$ cat config.mk
export PLATFORM = sky130hd
export DESIGN_NAME = hub_telemetry_frame_decoder
export DESIGN_NICKNAME = d
export VERILOG_FILES = /design/src/hdl/htfd_pkg.sv /design/src/hdl/htfd_front.sv /design/src/hdl/htfd_queue.sv /design/src/hdl/htfd_back.sv /design/src/hdl/hub_telemetry_frame_decoder.sv
export SDC_FILE = /design/constraint.sdc
export NUM_CORES = 2
export LEC_CHECK = 0
export BUFFER_PORTS_ARGS = -buffer_cell sky130_fd_sc_hd__buf_4
export CAP_MARGIN = 20
export CELL_PAD_IN_SITES_DETAIL_PLACEMENT = 0
export CELL_PAD_IN_SITES_GLOBAL_PLACEMENT = 1
export CORE_ASPECT_RATIO = 0.6
export CORE_UTILIZATION = 35
export CTS_CLUSTER_SIZE = 16
export DETAILED_ROUTE_END_ITERATION = 8
export PLACE_DENSITY_LB_ADDON = 0.1
export SYNTH_ARGS = -nofsm -noshare
export SYNTH_HDL_FRONTEND = slang
export SYNTH_SLANG_ARGS = --single-unit
$ cat constraint.sdc
create_clock -name i_clk -period 22.7 [get_ports i_clk]
set_input_delay 1.135 -clock i_clk [delete_from_list [all_inputs] [get_ports i_clk]]
set_output_delay 1.135 -clock i_clk [all_outputs]
set_load 0.05 [all_outputs]
$ cat src/hdl/htfd_pkg.sv
// ============================================================================
// htfd_pkg
// Shared types and constants for the hub telemetry frame decoder.
// ============================================================================
package htfd_pkg;

    // Default length of the packet store, in bytes.
    localparam int PACKET_BYTES_DEF = 8;
    // Number of closed packets that can wait between the front and back parts.
    localparam int QUEUE_DEPTH      = 4;
    // Only the id byte and the two data bytes of a packet are ever read.
    localparam int STORE_KEEP       = 3;

    localparam int VALUE_W = 34;
    localparam int DEG_W   = 10;
    localparam int UNITS_W = 24;

    localparam logic [7:0] SYNC_BYTE = 8'h5E;

    // Packet ids.
    localparam logic [7:0] ID_VOLTS    = 8'h39;
    localparam logic [7:0] ID_REL_ALT  = 8'h10;
    localparam logic [7:0] ID_MSL_ALT  = 8'h01;
    localparam logic [7:0] ID_HEADING  = 8'h14;
    localparam logic [7:0] ID_ACCEL_X  = 8'h24;
    localparam logic [7:0] ID_ACCEL_Y  = 8'h25;
    localparam logic [7:0] ID_ACCEL_Z  = 8'h26;
    localparam logic [7:0] ID_LON_INT  = 8'h12;
    localparam logic [7:0] ID_LON_FRAC = 8'h1A;
    localparam logic [7:0] ID_LAT_INT  = 8'h13;
    localparam logic [7:0] ID_LAT_FRAC = 8'h1B;
    localparam logic [7:0] ID_SPD_INT  = 8'h11;
    localparam logic [7:0] ID_SPD_FRAC = 8'h19;
    localparam logic [7:0] ID_EW       = 8'h22;
    localparam logic [7:0] ID_NS       = 8'h23;

    localparam logic [7:0] LETTER_E = 8'h45;
    localparam logic [7:0] LETTER_N = 8'h4E;

    localparam logic [UNITS_W-1:0] SAT24 = 24'hFFFFFF;

    // floor(d / 100) = (d * RECIP_100) >> 24 for any 16-bit d.
    localparam logic [17:0] RECIP_100     = 18'd167773;
    localparam logic [13:0] MINUTE_SCALE  = 14'd10000;
    localparam logic [23:0] DEG_SCALE     = 24'd10000000;
    // floor(t / 3) = (t * RECIP_3) >> 33 for any t below 2^32.
    localparam logic [31:0] RECIP_3       = 32'hAAAAAAAB;
    // km/h = floor(knots_hundredths * 463 / 25000); 25000 = 8 * 3125.
    localparam logic [8:0]  KNOT_NUM      = 9'd463;
    // floor(y / 3125) = (y * RECIP_3125) >> 42 for any y below 2^30.
    localparam logic [30:0] RECIP_3125    = 31'd1407374884;

    typedef enum logic [3:0] {
        Q_NONE    = 4'd0,
        Q_VOLTS   = 4'd1,
        Q_REL_ALT = 4'd2,
        Q_MSL_ALT = 4'd3,
        Q_LON     = 4'd4,
        Q_LAT     = 4'd5,
        Q_HEADING = 4'd6,
        Q_SPEED   = 4'd7,
        Q_ACC_X   = 4'd8,
        Q_ACC_Y   = 4'd9,
        Q_ACC_Z   = 4'd10
    } t_qty;

    // One closed packet as handed from the front part to the back part.
    typedef struct packed {
        logic [7:0]  id;
        logic [15:0] data;
    } t_pkt;

    typedef struct packed {
        logic full;
        logic empty;
    } t_q_stat;

endpackage

$ cat src/hdl/htfd_front.sv
// ============================================================================
// htfd_front
// Byte framing: sync hunting, packet store filling and packet closing.
// ============================================================================
module htfd_front
    import htfd_pkg::*;
#(
    parameter int PACKET_BYTES = PACKET_BYTES_DEF
) (
    input  logic       i_clk,
    input  logic       i_rst_n,
    input  logic       i_accept,
    input  logic [7:0] i_byte,
    output logic       o_push,
    output t_pkt       o_pkt
);

    localparam int FILL_W = $clog2(PACKET_BYTES + 1);

    typedef enum logic [1:0] {
        PH_HUNT  = 2'd0,
        PH_ONE   = 2'd1,
        PH_ARMED = 2'd2
    } t_phase;

    t_phase            r_phase;
    logic [FILL_W-1:0] r_fill;
    logic [7:0]        r_store [STORE_KEEP];

    logic is_sync;

    assign is_sync = (i_byte == SYNC_BYTE);

    // A sync byte while armed closes the packet held in the store.
    assign o_push = i_accept && (r_phase == PH_ARMED) && is_sync;
    assign o_pkt  = '{id: r_store[0], data: {r_store[2], r_store[1]}};

    always_ff @(posedge i_clk) begin
        if (!i_rst_n) begin
            r_phase <= PH_HUNT;
            r_fill  <= '0;
            for (int k = 0; k < STORE_KEEP; k++) begin
                r_store[k] <= '0;
            end
        end else if (i_accept) begin
            case (r_phase)
                PH_HUNT: begin
                    if (is_sync) begin
                        r_phase <= PH_ONE;
                    end
                end
                PH_ONE: begin
                    r_phase <= is_sync ? PH_ARMED : PH_HUNT;
                end
                PH_ARMED: begin
                    if (is_sync) begin
                        r_fill <= '0;
                    end else if (r_fill >= FILL_W'(PACKET_BYTES)) begin
                        // Store overflow drops the byte and goes back to hunting.
                        r_fill  <= '0;
                        r_phase <= PH_HUNT;
                    end else begin
                        for (int k = 0; k < STORE_KEEP; k++) begin
                            if (r_fill == FILL_W'(k)) begin
                                r_store[k] <= i_byte;
                            end
                        end
                        r_fill <= r_fill + 1'b1;
                    end
                end
                default: begin
                    r_phase <= PH_HUNT;
                end
            endcase
        end
    end

endmodule

$ cat src/hdl/htfd_queue.sv
// ============================================================================
// htfd_queue
// Small first-in first-out queue of closed packets.
// ============================================================================
module htfd_queue
    import htfd_pkg::*;
#(
    parameter int DEPTH = QUEUE_DEPTH
) (
    input  logic    i_clk,
    input  logic    i_rst_n,
    input  logic    i_push,
    input  t_pkt    i_pkt,
    input  logic    i_pop,
    output t_pkt    o_pkt,
    output t_q_stat o_stat
);

    localparam int PTR_W = (DEPTH > 1) ? $clog2(DEPTH) : 1;
    localparam int CNT_W = $clog2(DEPTH + 1);

    t_pkt             r_slot [DEPTH];
    logic [PTR_W-1:0] r_wr_ptr;
    logic [PTR_W-1:0] r_rd_ptr;
    logic [CNT_W-1:0] r_count;

    logic do_push;
    logic do_pop;

    assign o_stat.full  = (r_count == CNT_W'(DEPTH));
    assign o_stat.empty = (r_count == '0);
    assign do_push      = i_push && !o_stat.full;
    assign do_pop       = i_pop && !o_stat.empty;
    assign o_pkt        = r_slot[r_rd_ptr];

    always_ff @(posedge i_clk) begin
        if (do_push) begin
            r_slot[r_wr_ptr] <= i_pkt;
        end
    end

    always_ff @(posedge i_clk) begin
        if (!i_rst_n) begin
            r_wr_ptr <= '0;
            r_rd_ptr <= '0;
            r_count  <= '0;
        end else begin
            if (do_push) begin
                r_wr_ptr <= (r_wr_ptr == PTR_W'(DEPTH - 1)) ? '0 : r_wr_ptr + 1'b1;
            end
            if (do_pop) begin
                r_rd_ptr <= (r_rd_ptr == PTR_W'(DEPTH - 1)) ? '0 : r_rd_ptr + 1'b1;
            end
            if (do_push && !do_pop) begin
                r_count <= r_count + 1'b1;
            end else if (do_pop && !do_push) begin
                r_count <= r_count - 1'b1;
            end
        end
    end

endmodule

$ cat src/hdl/htfd_back.sv
// ============================================================================
// htfd_back
// Packet decode pipeline: position and speed state, scaling and result.
// ============================================================================
module htfd_back
    import htfd_pkg::*;
(
    input  logic               i_clk,
    input  logic               i_rst_n,
    input  logic               i_valid,
    input  t_pkt               i_pkt,
    output logic               o_pop,
    output logic               o_valid,
    input  logic               i_ready,
    output t_qty               o_qty,
    output logic [VALUE_W-1:0] o_value,
    output t_pkt               o_pkt
);

    typedef enum logic [3:0] {
        OP_NONE,
        OP_PLAIN,
        OP_LON_INT,
        OP_LON_FRAC,
        OP_LAT_INT,
        OP_LAT_FRAC,
        OP_SPD_INT,
        OP_SPD_FRAC,
        OP_EW,
        OP_NS
    } t_op;

    // The whole pipeline moves together while the output register can take.
    logic en;
    assign en    = !o_valid || i_ready;
    assign o_pop = en && i_valid;

    // ---------------- stage 0: classify, divide by 100 -----------------
    logic        r0_v;
    t_pkt        r0_pkt;
    t_op         r0_op;
    t_qty        r0_qty;
    logic [DEG_W-1:0] r0_q100;

    t_op         n0_op;
    t_qty        n0_qty;
    logic [33:0] w_prod100;

    assign w_prod100 = 34'(i_pkt.data) * 34'(RECIP_100);

    always_comb begin
        n0_op  = OP_PLAIN;
        n0_qty = Q_NONE;
        case (i_pkt.id)
            ID_VOLTS:    n0_qty = Q_VOLTS;
            ID_REL_ALT:  n0_qty = Q_REL_ALT;
            ID_MSL_ALT:  n0_qty = Q_MSL_ALT;
            ID_HEADING:  n0_qty = Q_HEADING;
            ID_ACCEL_X:  n0_qty = Q_ACC_X;
            ID_ACCEL_Y:  n0_qty = Q_ACC_Y;
            ID_ACCEL_Z:  n0_qty = Q_ACC_Z;
            ID_LON_INT:  begin n0_op = OP_LON_INT;  n0_qty = Q_LON;   end
            ID_LON_FRAC: begin n0_op = OP_LON_FRAC; n0_qty = Q_LON;   end
            ID_LAT_INT:  begin n0_op = OP_LAT_INT;  n0_qty = Q_LAT;   end
            ID_LAT_FRAC: begin n0_op = OP_LAT_FRAC; n0_qty = Q_LAT;   end
            ID_SPD_INT:  begin n0_op = OP_SPD_INT;  n0_qty = Q_SPEED; end
            ID_SPD_FRAC: begin n0_op = OP_SPD_FRAC; n0_qty = Q_SPEED; end
            ID_EW:       n0_op = OP_EW;
            ID_NS:       n0_op = OP_NS;
            default:     n0_op = OP_NONE;
        endcase
    end

    // ---------------- stage 1: remainder, speed integer part -----------
    logic        r1_v;
    t_pkt        r1_pkt;
    t_op         r1_op;
    t_qty        r1_qty;
    logic [DEG_W-1:0]   r1_deg;
    logic [6:0]         r1_rem;
    logic [UNITS_W-1:0] r1_spd0;
    logic [15:0]        w_rem16;

    assign w_rem16 = r0_pkt.data - 16'(16'(r0_q100) * 16'd100);

    // ---------------- stage 2: minute units of the integer part --------
    logic        r2_v;
    t_pkt        r2_pkt;
    t_op         r2_op;
    t_qty        r2_qty;
    logic [DEG_W-1:0]   r2_deg;
    logic [UNITS_W-1:0] r2_units0;
    logic [UNITS_W-1:0] r2_spd0;

    // ---------------- stage 3: kept state ------------------------------
    logic [DEG_W-1:0]   r_lon_deg;
    logic [UNITS_W-1:0] r_lon_units;
    logic [DEG_W-1:0]   r_lat_deg;
    logic [UNITS_W-1:0] r_lat_units;
    logic [UNITS_W-1:0] r_speed;
    logic [7:0]         r_ew;
    logic [7:0]         r_ns;

    logic        r3_v;
    t_pkt        r3_pkt;
    t_op         r3_op;
    t_qty        r3_qty;
    logic [DEG_W-1:0]   r3_deg;
    logic [UNITS_W-1:0] r3_units;
    logic [UNITS_W-1:0] r3_speed;
    logic               r3_pos;

    logic [UNITS_W:0]   w_lon_sum;
    logic [UNITS_W:0]   w_lat_sum;
    logic [UNITS_W:0]   w_spd_sum;
    logic [UNITS_W-1:0] w_lon_sat;
    logic [UNITS_W-1:0] w_lat_sat;
    logic [UNITS_W-1:0] w_spd_sat;

    assign w_lon_sum = {1'b0, r_lon_units} + (UNITS_W + 1)'(r2_pkt.data);
    assign w_lat_sum = {1'b0, r_lat_units} + (UNITS_W + 1)'(r2_pkt.data);
    assign w_spd_sum = {1'b0, r_speed} + (UNITS_W + 1)'(r2_pkt.data);
    assign w_lon_sat = w_lon_sum[UNITS_W] ? SAT24 : w_lon_sum[UNITS_W-1:0];
    assign w_lat_sat = w_lat_sum[UNITS_W] ? SAT24 : w_lat_sum[UNITS_W-1:0];
    assign w_spd_sat = w_spd_sum[UNITS_W] ? SAT24 : w_spd_sum[UNITS_W-1:0];

    // ---------------- stage 4: scale to fixed point --------------------
    logic        r4_v;
    t_pkt        r4_pkt;
    t_op         r4_op;
    t_qty        r4_qty;
    logic [VALUE_W-1:0] r4_degpart;
    logic [30:0]        r4_t;
    logic [32:0]        r4_sp;
    logic               r4_pos;

    // ---------------- stage 5: reciprocal divides ----------------------
    logic        r5_v;
    t_pkt        r5_pkt;
    t_op         r5_op;
    t_qty        r5_qty;
    logic [VALUE_W-1:0] r5_degpart;
    logic [29:0]        r5_quo3;
    logic [18:0]        r5_kmh;
    logic               r5_pos;

    logic [62:0] w_prod3;
    logic [60:0] w_prod3125;

    assign w_prod3    = 63'(r4_t) * 63'(RECIP_3);
    assign w_prod3125 = 61'(r4_sp[32:3]) * 61'(RECIP_3125);

    // ---------------- stage 6: result register -------------------------
    logic [VALUE_W-1:0] w_mag;
    logic [VALUE_W-1:0] n_value;

    assign w_mag = r5_degpart + VALUE_W'(r5_quo3);

    always_comb begin
        case (r5_op)
            OP_PLAIN: n_value = VALUE_W'(r5_pkt.data);
            OP_LON_INT, OP_LON_FRAC, OP_LAT_INT, OP_LAT_FRAC:
                n_value = r5_pos ? w_mag : -w_mag;
            OP_SPD_INT, OP_SPD_FRAC: n_value = VALUE_W'(r5_kmh);
            default: n_value = '0;
        endcase
    end

    // Valid bits and kept state.
    always_ff @(posedge i_clk) begin
        if (!i_rst_n) begin
            r0_v        <= 1'b0;
            r1_v        <= 1'b0;
            r2_v        <= 1'b0;
            r3_v        <= 1'b0;
            r4_v        <= 1'b0;
            r5_v        <= 1'b0;
            o_valid     <= 1'b0;
            r_lon_deg   <= '0;
            r_lon_units <= '0;
            r_lat_deg   <= '0;
            r_lat_units <= '0;
            r_speed     <= '0;
            r_ew        <= '0;
            r_ns        <= '0;
        end else if (en) begin
            r0_v    <= i_valid;
            r1_v    <= r0_v;
            r2_v    <= r1_v;
            r3_v    <= r2_v;
            r4_v    <= r3_v;
            r5_v    <= r4_v;
            o_valid <= r5_v;
            if (r2_v) begin
                case (r2_op)
                    OP_LON_INT: begin
                        r_lon_deg   <= r2_deg;
                        r_lon_units <= r2_units0;
                    end
                    OP_LON_FRAC: r_lon_units <= w_lon_sat;
                    OP_LAT_INT: begin
                        r_lat_deg   <= r2_deg;
                        r_lat_units <= r2_units0;
                    end
                    OP_LAT_FRAC: r_lat_units <= w_lat_sat;
                    OP_SPD_INT:  r_speed <= r2_spd0;
                    OP_SPD_FRAC: r_speed <= w_spd_sat;
                    OP_EW:       r_ew <= r2_pkt.data[7:0];
                    OP_NS:       r_ns <= r2_pkt.data[7:0];
                    default: ;
                endcase
            end
        end
    end

    // Payload of every stage.
    always_ff @(posedge i_clk) begin
        if (en) begin
            r0_pkt  <= i_pkt;
            r0_op   <= n0_op;
            r0_qty  <= n0_qty;
            r0_q100 <= w_prod100[33:24];

            r1_pkt  <= r0_pkt;
            r1_op   <= r0_op;
            r1_qty  <= r0_qty;
            r1_deg  <= r0_q100;
            r1_rem  <= w_rem16[6:0];
            r1_spd0 <= UNITS_W'(r0_pkt.data) * UNITS_W'(100);

            r2_pkt    <= r1_pkt;
            r2_op     <= r1_op;
            r2_qty    <= r1_qty;
            r2_deg    <= r1_deg;
            r2_units0 <= UNITS_W'(r1_rem) * UNITS_W'(MINUTE_SCALE);
            r2_spd0   <= r1_spd0;

            r3_pkt <= r2_pkt;
            r3_op  <= r2_op;
            r3_qty <= r2_qty;
            case (r2_op)
                OP_LON_INT: begin
                    r3_deg   <= r2_deg;
                    r3_units <= r2_units0;
                end
                OP_LON_FRAC: begin
                    r3_deg   <= r_lon_deg;
                    r3_units <= w_lon_sat;
                end
                OP_LAT_INT: begin
                    r3_deg   <= r2_deg;
                    r3_units <= r2_units0;
                end
                OP_LAT_FRAC: begin
                    r3_deg   <= r_lat_deg;
                    r3_units <= w_lat_sat;
                end
                default: begin
                    r3_deg   <= r2_deg;
                    r3_units <= r2_units0;
                end
            endcase
            r3_speed <= (r2_op == OP_SPD_INT) ? r2_spd0 : w_spd_sat;
            r3_pos   <= (r2_op == OP_LAT_INT || r2_op == OP_LAT_FRAC) ?
                        (r_ns == LETTER_N) : (r_ew == LETTER_E);

            r4_pkt     <= r3_pkt;
            r4_op      <= r3_op;
            r4_qty     <= r3_qty;
            r4_degpart <= VALUE_W'(r3_deg) * VALUE_W'(DEG_SCALE);
            r4_t       <= 31'(r3_units) * 31'd50 + 31'd1;
            r4_sp      <= 33'(r3_speed) * 33'(KNOT_NUM);
            r4_pos     <= r3_pos;

            r5_pkt     <= r4_pkt;
            r5_op      <= r4_op;
            r5_qty     <= r4_qty;
            r5_degpart <= r4_degpart;
            r5_quo3    <= w_prod3[62:33];
            r5_kmh     <= w_prod3125[60:42];
            r5_pos     <= r4_pos;

            o_pkt   <= r5_pkt;
            o_qty   <= r5_qty;
            o_value <= n_value;
        end
    end

endmodule

$ cat src/hdl/hub_telemetry_frame_decoder.sv
// ============================================================================
// hub_telemetry_frame_decoder
// Hub telemetry byte stream decoder with position and speed scaling.
// ============================================================================
//
//  Channel   Direction  Payload (lowest bit first)
//  --------  ---------  ------------------------------------------------------
//  s_axis    in         tdata[7:0]   rx_byte
//  m_axis    out        tdata[3:0]   quantity, [37:4] value (signed),
//                       [45:38] packet_id, [61:46] packet_data, [63:62] zero
//
//  One byte is taken in every cycle while the queue has room. A closing
//  sync byte gives its result after passing the packet queue and then the
//  decode pipeline, whose kept position and speed state sits in a single
//  stage so that consecutive packets chain without bubbles.
//  Reset is synchronous and active low; it clears framing, the store and
//  all kept state. A stalled output freezes the decode pipeline; bytes keep
//  flowing until four closed packets wait in the queue.
//
module hub_telemetry_frame_decoder
    import htfd_pkg::*;
#(
    parameter int PACKET_BYTES = PACKET_BYTES_DEF
) (
    input  logic        i_clk,
    input  logic        i_rst_n,
    input  logic        s_axis_tvalid,
    output logic        s_axis_tready,
    input  logic [7:0]  s_axis_tdata,   // [7:0] rx_byte
    output logic        m_axis_tvalid,
    input  logic        m_axis_tready,
    output logic [63:0] m_axis_tdata    // quantity, value, packet_id, packet_data
);

    // The front part sees every accepted byte; the queue holds closed packets.
    logic    in_accept;
    logic    front_push;
    t_pkt    front_pkt;
    t_pkt    q_pkt;
    t_q_stat q_stat;
    logic    back_pop;

    t_qty               out_qty;
    logic [VALUE_W-1:0] out_value;
    t_pkt               out_pkt;

    // Bytes are refused only while the queue is full, since any byte may close a packet.
    assign s_axis_tready = !q_stat.full;
    assign in_accept     = s_axis_tvalid && s_axis_tready;

    htfd_front #(
        .PACKET_BYTES (PACKET_BYTES)
    ) u_front (
        .i_clk    (i_clk),
        .i_rst_n  (i_rst_n),
        .i_accept (in_accept),
        .i_byte   (s_axis_tdata),
        .o_push   (front_push),
        .o_pkt    (front_pkt)
    );

    htfd_queue #(
        .DEPTH (QUEUE_DEPTH)
    ) u_queue (
        .i_clk   (i_clk),
        .i_rst_n (i_rst_n),
        .i_push  (front_push),
        .i_pkt   (front_pkt),
        .i_pop   (back_pop),
        .o_pkt   (q_pkt),
        .o_stat  (q_stat)
    );

    // The back part owns the output register; one packet per cycle unless stalled.
    htfd_back u_back (
        .i_clk   (i_clk),
        .i_rst_n (i_rst_n),
        .i_valid (!q_stat.empty),
        .i_pkt   (q_pkt),
        .o_pop   (back_pop),
        .o_valid (m_axis_tvalid),
        .i_ready (m_axis_tready),
        .o_qty   (out_qty),
        .o_value (out_value),
        .o_pkt   (out_pkt)
    );

    assign m_axis_tdata = {2'b00, out_pkt.data, out_pkt.id, out_value, out_qty};

    // Reset leaves no result pending and no packet queued.
    a_reset_clears: assert property (@(posedge i_clk)
        !i_rst_n |=> (!m_axis_tvalid && q_stat.empty))
        else $error("result or packet left over after reset");

    // A closed packet lands in the queue; it cannot be lost on the way.
    a_push_lands: assert property (@(posedge i_clk) disable iff (!i_rst_n)
        front_push |=> !q_stat.empty)
        else $error("closed packet did not reach the queue");

    // The front part never closes a packet into a full queue.
    a_no_overflow: assert property (@(posedge i_clk) disable iff (!i_rst_n)
        front_push |-> !q_stat.full)
        else $error("packet pushed into a full queue");

    // Only defined quantity codes leave the block.
    a_qty_range: assert property (@(posedge i_clk) disable iff (!i_rst_n)
        m_axis_tvalid |-> (m_axis_tdata[3:0] <= Q_ACC_Z))
        else $error("undefined quantity code on output");

endmodule

==> Word level (Yosys, flattened, before mapping) <==
Memory sizes are Yosys's and may differ from the RTL's. A register that Yosys moved wholly into a read port is not among the register bits.
Cells that the tools add are included.
{ "word_totals": {"regBits": 706, "ramBits": 120, "output_inout_bits": 66, "wordCells": 228, "mem_count": 2} }
{ "memory_table": {"columns": ["memory", "depth", "word_bits", "rd", "rd_clocked_by_memory_dff", "wr", "line", "rtl"], "rows": [
  ["u_queue.r_slot", 4, 24, 1, 1, 1, "htfd_queue.sv:22", "t_pkt r_slot [DEPTH];"],
  ["u_front.r_store", 3, 8, 3, 0, 3, "htfd_front.sv:28", "logic [7:0] r_store [STORE_KEEP];"]
]} }
{ "op_classes": {"n_addsub": 12, "n_mul": 9, "magnitude_cmp": 1, "eq_ne": 43, "mux": 54, "bitwise_logic": 3, "n_reduce_logical": 37} }
{ "op_table": {"columns": ["operator", "count"], "rows": [
  ["24-bit one-hot mux with 2 select lines", 4],
  ["34-bit one-hot mux with 3 select lines", 1],
  ["24-bit by 16-bit adder with 25-bit output", 3],
  ["24-bit 2-to-1 mux", 3],
  ["8-bit by 5-bit equality test with 1-bit output, second input constant", 8],
  ["31-bit by 32-bit multiplier with 63-bit output, second input constant", 1],
  ["30-bit by 29-bit multiplier with 59-bit output, second input constant", 1],
  ["8-bit by 6-bit equality test with 1-bit output, second input constant", 6],
  ["4-bit one-hot mux with 10 select lines", 1],
  ["4-bit one-hot mux with 9 select lines", 1],
  ["34-bit by 30-bit adder with 34-bit output", 1],
  ["16-bit by 18-bit multiplier with 34-bit output, second input constant", 1],
  ["34-bit 2-to-1 mux", 1],
  ["34-bit negator", 1],
  ["24-bit by 9-bit multiplier with 33-bit output, second input constant", 1],
  ["4-bit by 3-bit equality test with 1-bit output, second input constant", 8],
  ["30-bit by 1-bit adder with 31-bit output, second input constant", 1],
  ["24-bit by 5-bit multiplier with 29-bit output, second input constant", 1],
  ["10-bit by 17-bit multiplier with 27-bit output, second input constant", 1],
  ["1-bit 2-to-1 mux", 25],
  ["8-bit by 7-bit equality test with 1-bit output, second input constant", 3],
  ["8-bit 2-to-1 mux", 3],
  ["23-bit 2-to-1 mux", 1],
  ["16-bit by 5-bit multiplier with 21-bit output, second input constant", 1],
  ["36 further kinds", 81]
]} }

==> Logic depth before layout (Yosys ltp) <==
{ "logic_depth": {"word_depth": 10, "depth_mapped": 28, "depth_no_buf": 27} }

==> Modules after synthesis <==
Synthesis repeated with hierarchy kept, for this count alone.
{ "hier_totals": {"cells_unflattened": 6527, "area_unflattened_um2": 74499.0} }
{ "by_module_without_submodules": {"columns": ["mod", "instances", "cells_per_inst", "area_each_um2", "seq_area_each_um2"], "rows": [
  ["htfd_back", 1, 6259, 69283.9, 19208.4],
  ["htfd_queue", 1, 177, 3966.3, 3062.9],
  ["htfd_front", 1, 85, 1216.2, 840.8],
  ["hub_telemetry_frame_decoder", 1, 6, 32.5, 0.0]
]} }

==> Worst setup path after synthesis <==
No wires, ideal clock.
{ "synth_timing": {"path_kind": "in2reg", "from": "input m_axis_tready", "to": "register u_back.r_lat_units[18]", "setup_ns": 0.086, "arrival_time_ns": 17.273, "t_required_ns": 22.614, "slack_ns": 5.341, "cell_stages": 7, "path_buffers": 2, "path_cell_list": "nor2b_1 > clkbuf_1 > clkinv_1 > nand3_1 > nor2_1 > clkbuf_1 > a211oi_1"} }
{ "synth_between": {"elab_chain_cells": 2} }
{ "synth_rtl": {"columns": ["item", "line", "rtl"], "rows": [
  ["from (decl)", "hub_telemetry_frame_decoder.sv:31", "input logic m_axis_tready,"],
  ["1-bit logical OR", "htfd_back.sv:35", "assign en = !o_valid || i_ready;"],
  ["net u_back.en", "htfd_back.sv:34", "logic en;"],
  ["3-bit AND reduction (no line)", null, null],
  ["to (signal assigned)", "htfd_back.sv:203", "r_lat_units <= r2_units0;"],
  ["to (signal assigned)", "htfd_back.sv:205", "OP_LAT_FRAC: r_lat_units <= w_lat_sat;"],
  ["to (decl)", "htfd_back.sv:99", "logic [UNITS_W-1:0] r_lat_units;"]
]} }
The timed path passes the listed nets, and every way through them passes these cells.
A chain may end at the register's enable or synchronous reset.

==> Final worst setup path <==
{ "layout_timing": {"from": "register u_back.r4_sp[24]", "to": "register u_back.r5_kmh[18], data pin"} }
{ "layout_between": {"elab_chain_cells": 1} }
{ "layout_rtl": {"columns": ["item", "line", "rtl"], "rows": [
  ["from (decl)", "htfd_back.sv:134", "logic [32:0] r4_sp;"],
  ["from (signal assigned)", "htfd_back.sv:272", "r4_sp <= 33'(r3_speed) * 33'(KNOT_NUM);"],
  ["30-bit by 29-bit multiplier with 59-bit output", "htfd_back.sv:151", "assign w_prod3125 = 61'(r4_sp[32:3]) * 61'(RECIP_3125);"],
  ["net u_back.w_prod3125[60]", "htfd_back.sv:148", "logic [60:0] w_prod3125;"],
  ["to (signal assigned)", "htfd_back.sv:280", "r5_kmh <= w_prod3125[60:42];"],
  ["to (decl)", "htfd_back.sv:144", "logic [18:0] r5_kmh;"]
]} }
The timed path passes the listed nets, and every way through them passes these cells.

==> results by group <==
Layout
  – Area Overhead vs Synth: 9.626%
  – Final core occ: 38.64%
  – Layout filler cell count: 20382
  – Final Cell Area: 80950 µm²
  – NumNets Final: 8704
  – Layout cells sized above 1: 5.087%

Timing
  – Final period utilization: 38.95%
  – Clk_skew: 65.32 ps
  – Min Tclk post-route: 8842 ps
  – Final setup fails: 0
  – Top achievable clock speed: 113.1 MHz
  – Relative slew slack: 28.55%
  – Worst-margin pin slew: 1061 ps
  – Fin. Hold Viols: 0
  – RSZ-0062 raised after global routing: false
  – Setup TNS: 0 ps
  – Final slew viol count: 0

Die
  – DIE HEIGHT: 357.8 µm
  – Site row count: 130
  – Starting Density: 35.25%
  – Top-level port count: 78
  – Die area: 212900 µm²
  – Core area: 209500 µm²
  – Die width: 595.0 µm

Synth
  – Yosys cell types: 88
  – Synth Cell Area: 73840 µm²
  – Ys async rst share: 0%
  – Post-Syn Instances: 6515
  – Mean Syn Cell Area: 11.33 µm²
  – Area leader, netlist: edfxtp_1
  – YS warnings: 0
  – Most used DFF post-synth: edfxtp_1
  – Synth top area share: 27.78%
  – Sequential share of the synthesized area: 31.30%
  – Synth top area cells: edfxtp_1 (28%), fa_1 (22%), ha_1 (21%)
  – Seq cells post-synth: 813
  – Post-synth EDFFs: 683

CTS
  – Worst-path clk slew: 70 ps
  – Clock buffer depth: 3
  – Hold Buf Count CTS: 0
  – Clock Tree Root: clkbuf_16
  – CTS tree: built
  – Setup bufs post-CTS: 0
  – Clock Sinks: 813
  – H-tree depth: 3
  – Clock latency on the worst-skew pair: 700 ps
  – Post-CTS sizing: 0
  – Cts bufs inserted: 90

Route
  – DRC: 0
  – Initial DRC Count: 2953
  – Routed WL: 193100 µm
  – Detail Route Antenna Nets: 0
  – Vias/cell: 4.790
  – Vias: 45488
  – Wire length per cell: 20.33 µm
  – Pre-antenna DRT Iters: 7

Worst hold path
  – Worst hold path cell count: 0
  – Min-delay worst type: reg -> reg

Global routing
  – Most Crowded Layer GR: met1
  – Global routing usage on met2: 23.95%
  – First-pass GRT wire length: 295600 µm
  – Total congestion overflow: 0
  – Number of global-route vias before repair: 47177
  – Met1 usage in global routing: 30.62%
  – Initial antenna violation count: 17
  – GRT Overall Usage: 18.32%
  – Largest net degree at the start of global routing: 81
  – M3 GR Usage: 3.625%

Worst setup path
  – Worst EP required: 23140 ps
  – Crit path top cell by count: fa_1
  – CP Capture Type: flip-flop
  – Startpoint Class: flip-flop
  – Crit path DAT: 9280 ps
  – Slowest-stage cell, CP: nor4_2
  – Reg2reg path depth: 24
  – Max incr delay on CP: 880 ps
  – Critical path class: reg -> reg
  – Critical-path cell list: ha_1, fa_1, inv_1, fa_1, fa_1, inv_1, fa_1, fa_1, fa_1, inv_1, fa_1, inv_1, ha_1, nand4_1, nor4_2, nand3_1, o221ai_1, o21ai_1, a21o_1, a31oi_1, a211oi_2, o31ai_1, a31oi_1, xnor2_1
  – Peak fanout along the critical path: 12

Flow run
  – Total of max-cap violations: 0

Placed design
  – Placer's final routability congestion estimate: 0.8347
  – Dpl hpwl: 158300 µm
  – DP Area: 77940 µm²
  – Port-buffer cells: 75

Status
  – Outcome: finished, final reports clean
[critical path: cells and delay by family (launching register included)]
| kind | cells | cell delay (ps) |
|---|---|---|
| xor gates and xnor gates | 1 | 140 |
| buffers and inverters | 4 | 220 |
| AOI/OAI and AO/OA | 7 | 1960 |
| and+or+nand+nor | 3 | 1200 |
| DFF | 1 | 870 |
| adders and majority gates | 9 | 4220 |
[synthesized netlist by cell type, drive strengths merged, types with 5 or more instances]
library cell  instances
o21a                 44
clkbuf               73
buf                   9
a22oi                30
dfxtp               130
o31ai                16
o22ai                10
a221oi               12
inv                1371
and3                 23
or3                  20
xor2                 75
mux2i                24
o21bai               30
xnor2               197
edfxtp              683
nor3                 57
nor4b                 9
nand2               262
and4                  7
mux4                 24
and2                 37
nor4                  9
a211o                31
nor2                293
o21ai               205
o211ai               12
a31o                  9
nor3b                 5
o31a                  6
nand2b               32
nand3b                6
ha                 1226
a21oi               314
a31oi                44
nand3                68
a211oi               30
or2                  21
fa                  818
a21o                 91
a311oi                5
o2111ai               6
nor2b                40
nand4                29
[cell usage in the layout, fill, tap and decap left out, types with 130 or more instances in the layout]
cell / count
a21oi_1: 314
dfxtp_1: 130
edfxtp_1: 683
fa_1: 818
ha_1: 1226
inv_1: 1369
nand2_1: 262
nor2_1: 290
o21ai_0: 196
xnor2_1: 197
[layer usage]
layer  share of wire, %  wire [µm]  vias to the layer above
li1                   -          -                    22174
met1                 56     108600                    22374
met2                 37      70600                      819
met3                5.9      11380                      119
met4                1.3       2535                        2
met5             0.0057         11                        -
[flip-flops by register name, summed over array words and instances (netlist names), 19 cells and up, named ones only]
register,flops
u_queue.r_slot,96
u_back.o_pkt,24
u_back.r0_pkt,24
u_back.r3_pkt,24
u_back.r_lon_units,24
u_back.r4_pkt,24
u_back.r_lat_units,24
u_back.r_speed,24
u_back.r1_pkt,22
u_back.r4_t,29
u_back.r4_degpart,27
u_back.r3_speed,24
u_back.r5_kmh,19
u_back.r3_units,24
u_back.r5_pkt,24
u_back.o_value,34
u_back.r5_quo3,30
u_back.r5_degpart,27
u_front.r_store,24
u_back.r4_sp,30
u_back.r2_pkt,24
[worst paths after layout]
| kind | start | endpoint | slack [ps] |
|---|---|---|---|
| max | u_back.r4_sp[24] | u_back.r5_kmh[18] | 13860 |
| min | u_back.r3_pkt[8] | u_back.r4_pkt[8] | 400 |
| max reg2reg | u_back.r4_sp[24] | u_back.r5_kmh[18] | 13860 |
| min reg2reg | u_back.r3_pkt[8] | u_back.r4_pkt[8] | 400 |
[per-stage QoR]
step	cells	setup WS [ps]	hold slack (ps)
final	9497	13860	396.9
after global routing	9496	13320	398.1
after CTS	9494	13810	380.3
after detailed placement	9327	13820	404.5
after global placement	9326	13460	401.7
after floorplan	6516	5341	400.3
[final cells by class]
class,instances,area [µm²],area share (%)
tap,2772,3468,4.285
clock buffer,104,2335,2.884
inverter,1373,5161,6.376
antenna,2,5.005,0.006183
clock inverter,63,653.1,0.8068
multi-input combinational,4248,45290,55.94
timing repair buffer,122,928.4,1.147
sequential,813,23110,28.55
[kinds of logic after synthesis]
group	Yosys count	share of synthesized area (%)
XOR/XNOR	272	3.226
flip-flops	813	31.30
other	1	0.005078
AO/OA/AOI/OAI	947	8.059
buffers and inverters	1455	7.420
adder cells (fa/ha/maj)	2044	42.95
AND/OR/NAND/NOR	932	5.937
multiplexers	51	1.103
Power is not shown: default switching activity piles up to over one toggle a cycle in this logic, so the estimate is an artifact.
